File: config.mk
export PLATFORM = sky130hd
export DESIGN_NAME = rmq_sqrt
export DESIGN_NICKNAME = d
export VERILOG_FILES = /design/src/hw/rtl/rmq_pkg.sv /design/src/hw/rtl/rmq_sqrt.sv
export SDC_FILE = /design/constraint.sdc
export NUM_CORES = 2
export LEC_CHECK = 0
export BUFFER_PORTS_ARGS = -buffer_cell sky130_fd_sc_hd__buf_2
export CELL_PAD_IN_SITES_DETAIL_PLACEMENT = 0
export CELL_PAD_IN_SITES_GLOBAL_PLACEMENT = 1
export CORE_ASPECT_RATIO = 0.9
export CORE_MARGIN = 3
export CORE_UTILIZATION = 52
export CTS_BUF_LIST = sky130_fd_sc_hd__clkbuf_4
export CTS_CLUSTER_SIZE = 28
export DETAILED_ROUTE_END_ITERATION = 7
export GPL_TIMING_DRIVEN = 0
export PLACE_DENSITY_LB_ADDON = 0.08
export SKIP_LAST_GASP = 1
export SYNTH_ARGS = -nofsm -noshare
export SYNTH_HDL_FRONTEND = slang
export SYNTH_MEMORY_MAX_BITS = 65536
export SYNTH_SLANG_ARGS = --single-unit
File: constraint.sdc
create_clock -name clk -period 3.5 [get_ports clk]
set_input_delay 0.875 -clock clk [delete_from_list [all_inputs] [get_ports clk]]
set_output_delay 0.875 -clock clk [all_outputs]
set_load 0.005 [all_outputs]
File: src/hw/rtl/rmq_pkg.sv
// Shared constants and types for the rotation matrix to quaternion pipeline.
// No dependencies; every other file in hw/rtl imports this package.
package rmq_pkg;

  // Pipeline depth of the square root and divider units (one bit per stage).
  localparam int SQRT_STEPS = 32;
  localparam int DIV_STEPS  = 64;

  // Width of a normalised element in Q2.30 (unscaled rows reach 2^45).
  localparam int NW = 48;
  // Width of traces, radicands and numerators before the second root.
  localparam int RW = 50;

  // Register loads from the input capture to the result register.
  localparam int PIPE_LAT = 2 * SQRT_STEPS + 2 * DIV_STEPS + 9;

  // Smallest Q16.16 row length that is above 0.0001.
  localparam logic [31:0] SCALE_MIN = 32'd7;

  // One in Q2.30.
  localparam logic signed [RW-1:0] Q30_ONE = RW'(64'sd1073741824);

  // Which quaternion component comes straight from the square root.
  typedef enum logic [3:0] {
    BR_W = 4'b0001,
    BR_X = 4'b0010,
    BR_Y = 4'b0100,
    BR_Z = 4'b1000
  } branch_t;

endpackage

File: src/hw/rtl/rmq_sqrt.sv
// Pipelined integer square root, floor(sqrt(x)) of a 64-bit value.
// One result bit per register stage; depends on rmq_pkg.
module rmq_sqrt import rmq_pkg::*; (
  input  logic        clk,
  input  logic        rst,
  input  logic        in_valid,
  input  logic [63:0] radicand,
  output logic        out_valid,
  output logic [31:0] root
);

  logic        vld_q  [SQRT_STEPS];
  logic [63:0] rad_q  [SQRT_STEPS];
  logic [33:0] rem_q  [SQRT_STEPS];
  logic [31:0] res_q  [SQRT_STEPS];

  logic        vld_in [SQRT_STEPS];
  logic [63:0] rad_in [SQRT_STEPS];
  logic [33:0] rem_in [SQRT_STEPS];
  logic [31:0] res_in [SQRT_STEPS];
  logic [35:0] trial  [SQRT_STEPS];
  logic [35:0] diff   [SQRT_STEPS];
  logic [33:0] tst    [SQRT_STEPS];
  logic        ge     [SQRT_STEPS];

  always_comb begin
    vld_in[0] = in_valid;
    rad_in[0] = radicand;
    rem_in[0] = '0;
    res_in[0] = '0;
    for (int s = 1; s < SQRT_STEPS; s++) begin
      vld_in[s] = vld_q[s-1];
      rad_in[s] = rad_q[s-1];
      rem_in[s] = rem_q[s-1];
      res_in[s] = res_q[s-1];
    end
    // Bring down the next two radicand bits and try the digit one.
    for (int s = 0; s < SQRT_STEPS; s++) begin
      trial[s] = {rem_in[s], rad_in[s][63:62]};
      tst[s]   = {res_in[s], 2'b01};
      ge[s]    = trial[s] >= {2'b00, tst[s]};
      diff[s]  = trial[s] - {2'b00, tst[s]};
    end
  end

  always_ff @(posedge clk) begin
    for (int s = 0; s < SQRT_STEPS; s++) begin
      if (rst) begin
        vld_q[s] <= 1'b0;
      end else begin
        vld_q[s] <= vld_in[s];
      end
      rad_q[s] <= {rad_in[s][61:0], 2'b00};
      rem_q[s] <= ge[s] ? diff[s][33:0] : trial[s][33:0];
      res_q[s] <= {res_in[s][30:0], ge[s]};
    end
  end

  assign out_valid = vld_q[SQRT_STEPS-1];
  assign root      = res_q[SQRT_STEPS-1];

endmodule

==> results.json <==
{
  "outcome": "completed",
  "ys_top_cells_by_area": "dfxtp_1 55%, ha_1 7.5%, xnor2_1 4.0%",
  "worstPathArrival_ns": 4.53,
  "muxShareOfSynthArea": 0.00979,
  "powerDensity_nw_per_um2": 688,
  "drt_iter0_drc": 3762,
  "rows": 146,
  "worstSetupEndpointType": "register",
  "cts_tree": "yes",
  "maxSlewHeadroom": 0.392,
  "synth.cell_area_um2": 93400,
  "clk_latency_ns": 1.40,
  "holdPathStages": 2,
  "r2r_cells": 11,
  "slew_viol_final": 0,
  "wl_per_cell_um": 16.2,
  "drcViolationCount": 0,
  "wl_mm": 208,
  "start_util": 0.527,
  "tns_ns": 0,
  "reg2reg_to": "rem_q[1][155]",
  "worstSetupPathType": "reg -> reg",
  "ys_types": 92,
  "die_w_um": 453,
  "synth.ff_latch_count": 2555,
  "clkSinkCount": 2555,
  "startpoint": "res_q[1][104]",
  "synthXorXnorAreaFrac": 0.0792,
  "grt_antenna_before_repair": 11,
  "grt_pass1_vias": 65800,
  "ant_nets": 0,
  "drive_gt1_frac": 0.131,
  "core_area_um2": 177000,
  "die_y_um": 408,
  "setup.worst_path.end": "rem_q[1][155]",
  "numCtsBuffers": 625,
  "pin_count": 100,
  "synth_compound_area_frac": 0.123,
  "required_ns": 4.68,
  "yosys.area.top_type": "dfxtp_1",
  "syn_area_per_cell_um2": 10.2,
  "synth.most_common_cell": "dfxtp_1",
  "worstSetupStartpointType": "register",
  "io_buffers": 99,
  "finalSetupViolCount": 0,
  "dp_hpwl_mm": 155,
  "synth_fa_ha_area_frac": 0.0753,
  "vias_per_cell": 5.15,
  "grt_overflow": 0,
  "postSynthCellCount": 9192,
  "syn_nets": 9821,
  "synth-simple-area-share": 0.129,
  "die-area_um2": 185000,
  "fill_cells": 15500,
  "layout.nets": 10700,
  "hold_ws_ns": 0.163,
  "clockBufferDepth": 4,
  "synth_edf_count": 0,
  "grt_pass1_wl_mm": 334,
  "synthArstFlopShare": 0,
  "crit_path_max_fanout": 10,
  "ir_drop_uv": 481,
  "first_pass_iters": 7,
  "htreeDepth": 6,
  "leakagePower_uw": 0.0505,
  "grt_max_degree": 20,
  "grt_use_total": 0.222,
  "synth_warnings": 0,
  "synth_top_family_by_area": "simple AND/OR/NAND/NOR gates",
  "synthToLayoutAreaGrowth_pct": 13.9,
  "tightest_slew_ns": 0.909,
  "clk_pin_slew_worst_paths_ns": 0.06,
  "finalWeightedCongestion": 0.928,
  "cap_violations": 0,
  "rsz0062_at_grt": "true",
  "crit-reg2reg-launch": "res_q[1][104]",
  "synth_top_area_share": 0.548,
  "finalCritPeriodShare": 0.958,
  "finalHoldViolCount": 0,
  "hp-class": "in -> reg",
  "clock-skew-final_ns": 0.117,
  "clockRootBuffer": "clkbuf_4",
  "timing.final.crit_period_ns": 3.35,
  "reg2reg_setup_slack_ns": 0.15,
  "ys_seq_area_frac": 0.548,
  "synth_flop_cell": "dfxtp_1",
  "max_clock_freq_mhz": 298,
  "vias": 66100,
  "synth_common_cells": "2555 x dfxtp_1, 705 x inv_1, 622 x nand2_1, 585 x a21oi_1, 568 x nor2_1"
}
==> power breakdown <==
group	leakage (uW)	internal, uW	switching (uW)
logic	0.0245	5480	6840
registers	0.0214	33800	3620
clock network	0.00454	12400	11000
total	0.0505	51700	21500
==> metal layers <==
metal  wire length, um  track usage  vias up
li1                  -            -    33500
met1            100000        0.309    30500
met2             89700        0.336     1618
met3             12500       0.0524      400
met4              5550       0.0798        4
met5                34            0        -
==> through the flow <==
stage | std cells | worst slack [ns] | area (um^2) | util | power, uW
6_report | 12800 | 0.146 | 106000 | 0.600 | 73200
5_1_grt | 12800 | -0.0545 | 106000 | 0.600 | 78000
4_1_cts | 12800 | -0.00955 | 106000 | 0.597 | 74100
3_5_place_dp | 11700 | -0.985 | 96900 | 0.547 | 50000
3_3_place_gp | 11700 | -1.00 | 96900 | 0.547 | 49800
2_1_floorplan | 9192 | 0.500 | 93400 | - | 46100
==> critical path, stage by stage, from the launching register on <==
cell      delay [ns]
dfxtp_1         0.48
inv_1           0.09
ha_2            0.40
and3_1          0.21
nand3_1         0.17
o211ai_1        0.31
a21oi_1         0.15
or4_1           0.49
o21bai_4        0.27
buf_4           0.24
clkbuf_2        0.25
a21oi_1         0.16
==> kinds of logic (layout without fill, tap and decap cells) <==
family / Yosys count / count (layout)
xor+xnor: 845 / 845
compound gates: 1848 / 1848
mux: 83 / 83
flops: 2555 / 2555
simple gates: 2408 / 2408
fa+ha+maj: 562 / 562
buf+inv: 890 / 2144
other cells: 1 / 19
==> cell type report <==
class | count | area, um^2 | share of cell area
Sequential cell | 2555 | 51200 | 0.481
Multi-Input combinational cell | 5747 | 39500 | 0.371
Clock buffer | 886 | 6650 | 0.0625
Tap cell | 2368 | 2960 | 0.0279
Inverter | 707 | 2660 | 0.0250
Timing Repair Buffer | 221 | 1680 | 0.0158
Clock inverter | 160 | 965 | 0.00907
Buffer | 170 | 754 | 0.00709
Antenna cell | 18 | 45.0 | 0.000423
==> flip-flops by register name (all words and copies together), names as in the netlist <==
name / flops
vld_q: 32
rad_q: 992
res_q: 528
rem_q: 1003
==> what timing repair did <==
item	in CTS	in global routing
buffers inserted	11	11
endpoints found under the setup margin	420	521
hold buffers	100	0
hold endpoints to repair	97	0
gates resized for setup	78	148
pin swaps	8	15
==> placed cells by master (no fill, tap or decap), drive strengths merged, types with 67 or more instances in the layout <==
cell	synthesis	routed
a21oi	586	586
nor2	569	569
ha	562	562
mux2	67	67
nor2b	122	122
nand2	622	622
and3	68	68
a21o	236	236
nand4	101	101
nand2b	104	104
nand3	146	146
nor4	124	124
inv	705	721
buf	25	144
clkbuf	158	1033
dlygate4sd3	0	100
xnor2	426	426
nor3	205	205
or3	84	84
dfxtp	2555	2555
clkinv	2	131
xor2	419	419
o21a	93	93
o21ai	465	465
==> worst min path at each step <==
stage / from / to
finish: radicand[44] / rad_q[0][44]
global placement: rad_q[0][412] / rad_q[0][476]
CTS: radicand[44] / rad_q[0][44]
floorplan: rad_q[0][36] / rad_q[0][100]
detailed placement: rad_q[0][332] / rad_q[0][396]
global route: radicand[11] / rad_q[0][11]
Note: power is estimated with default switching activity, not from simulation.
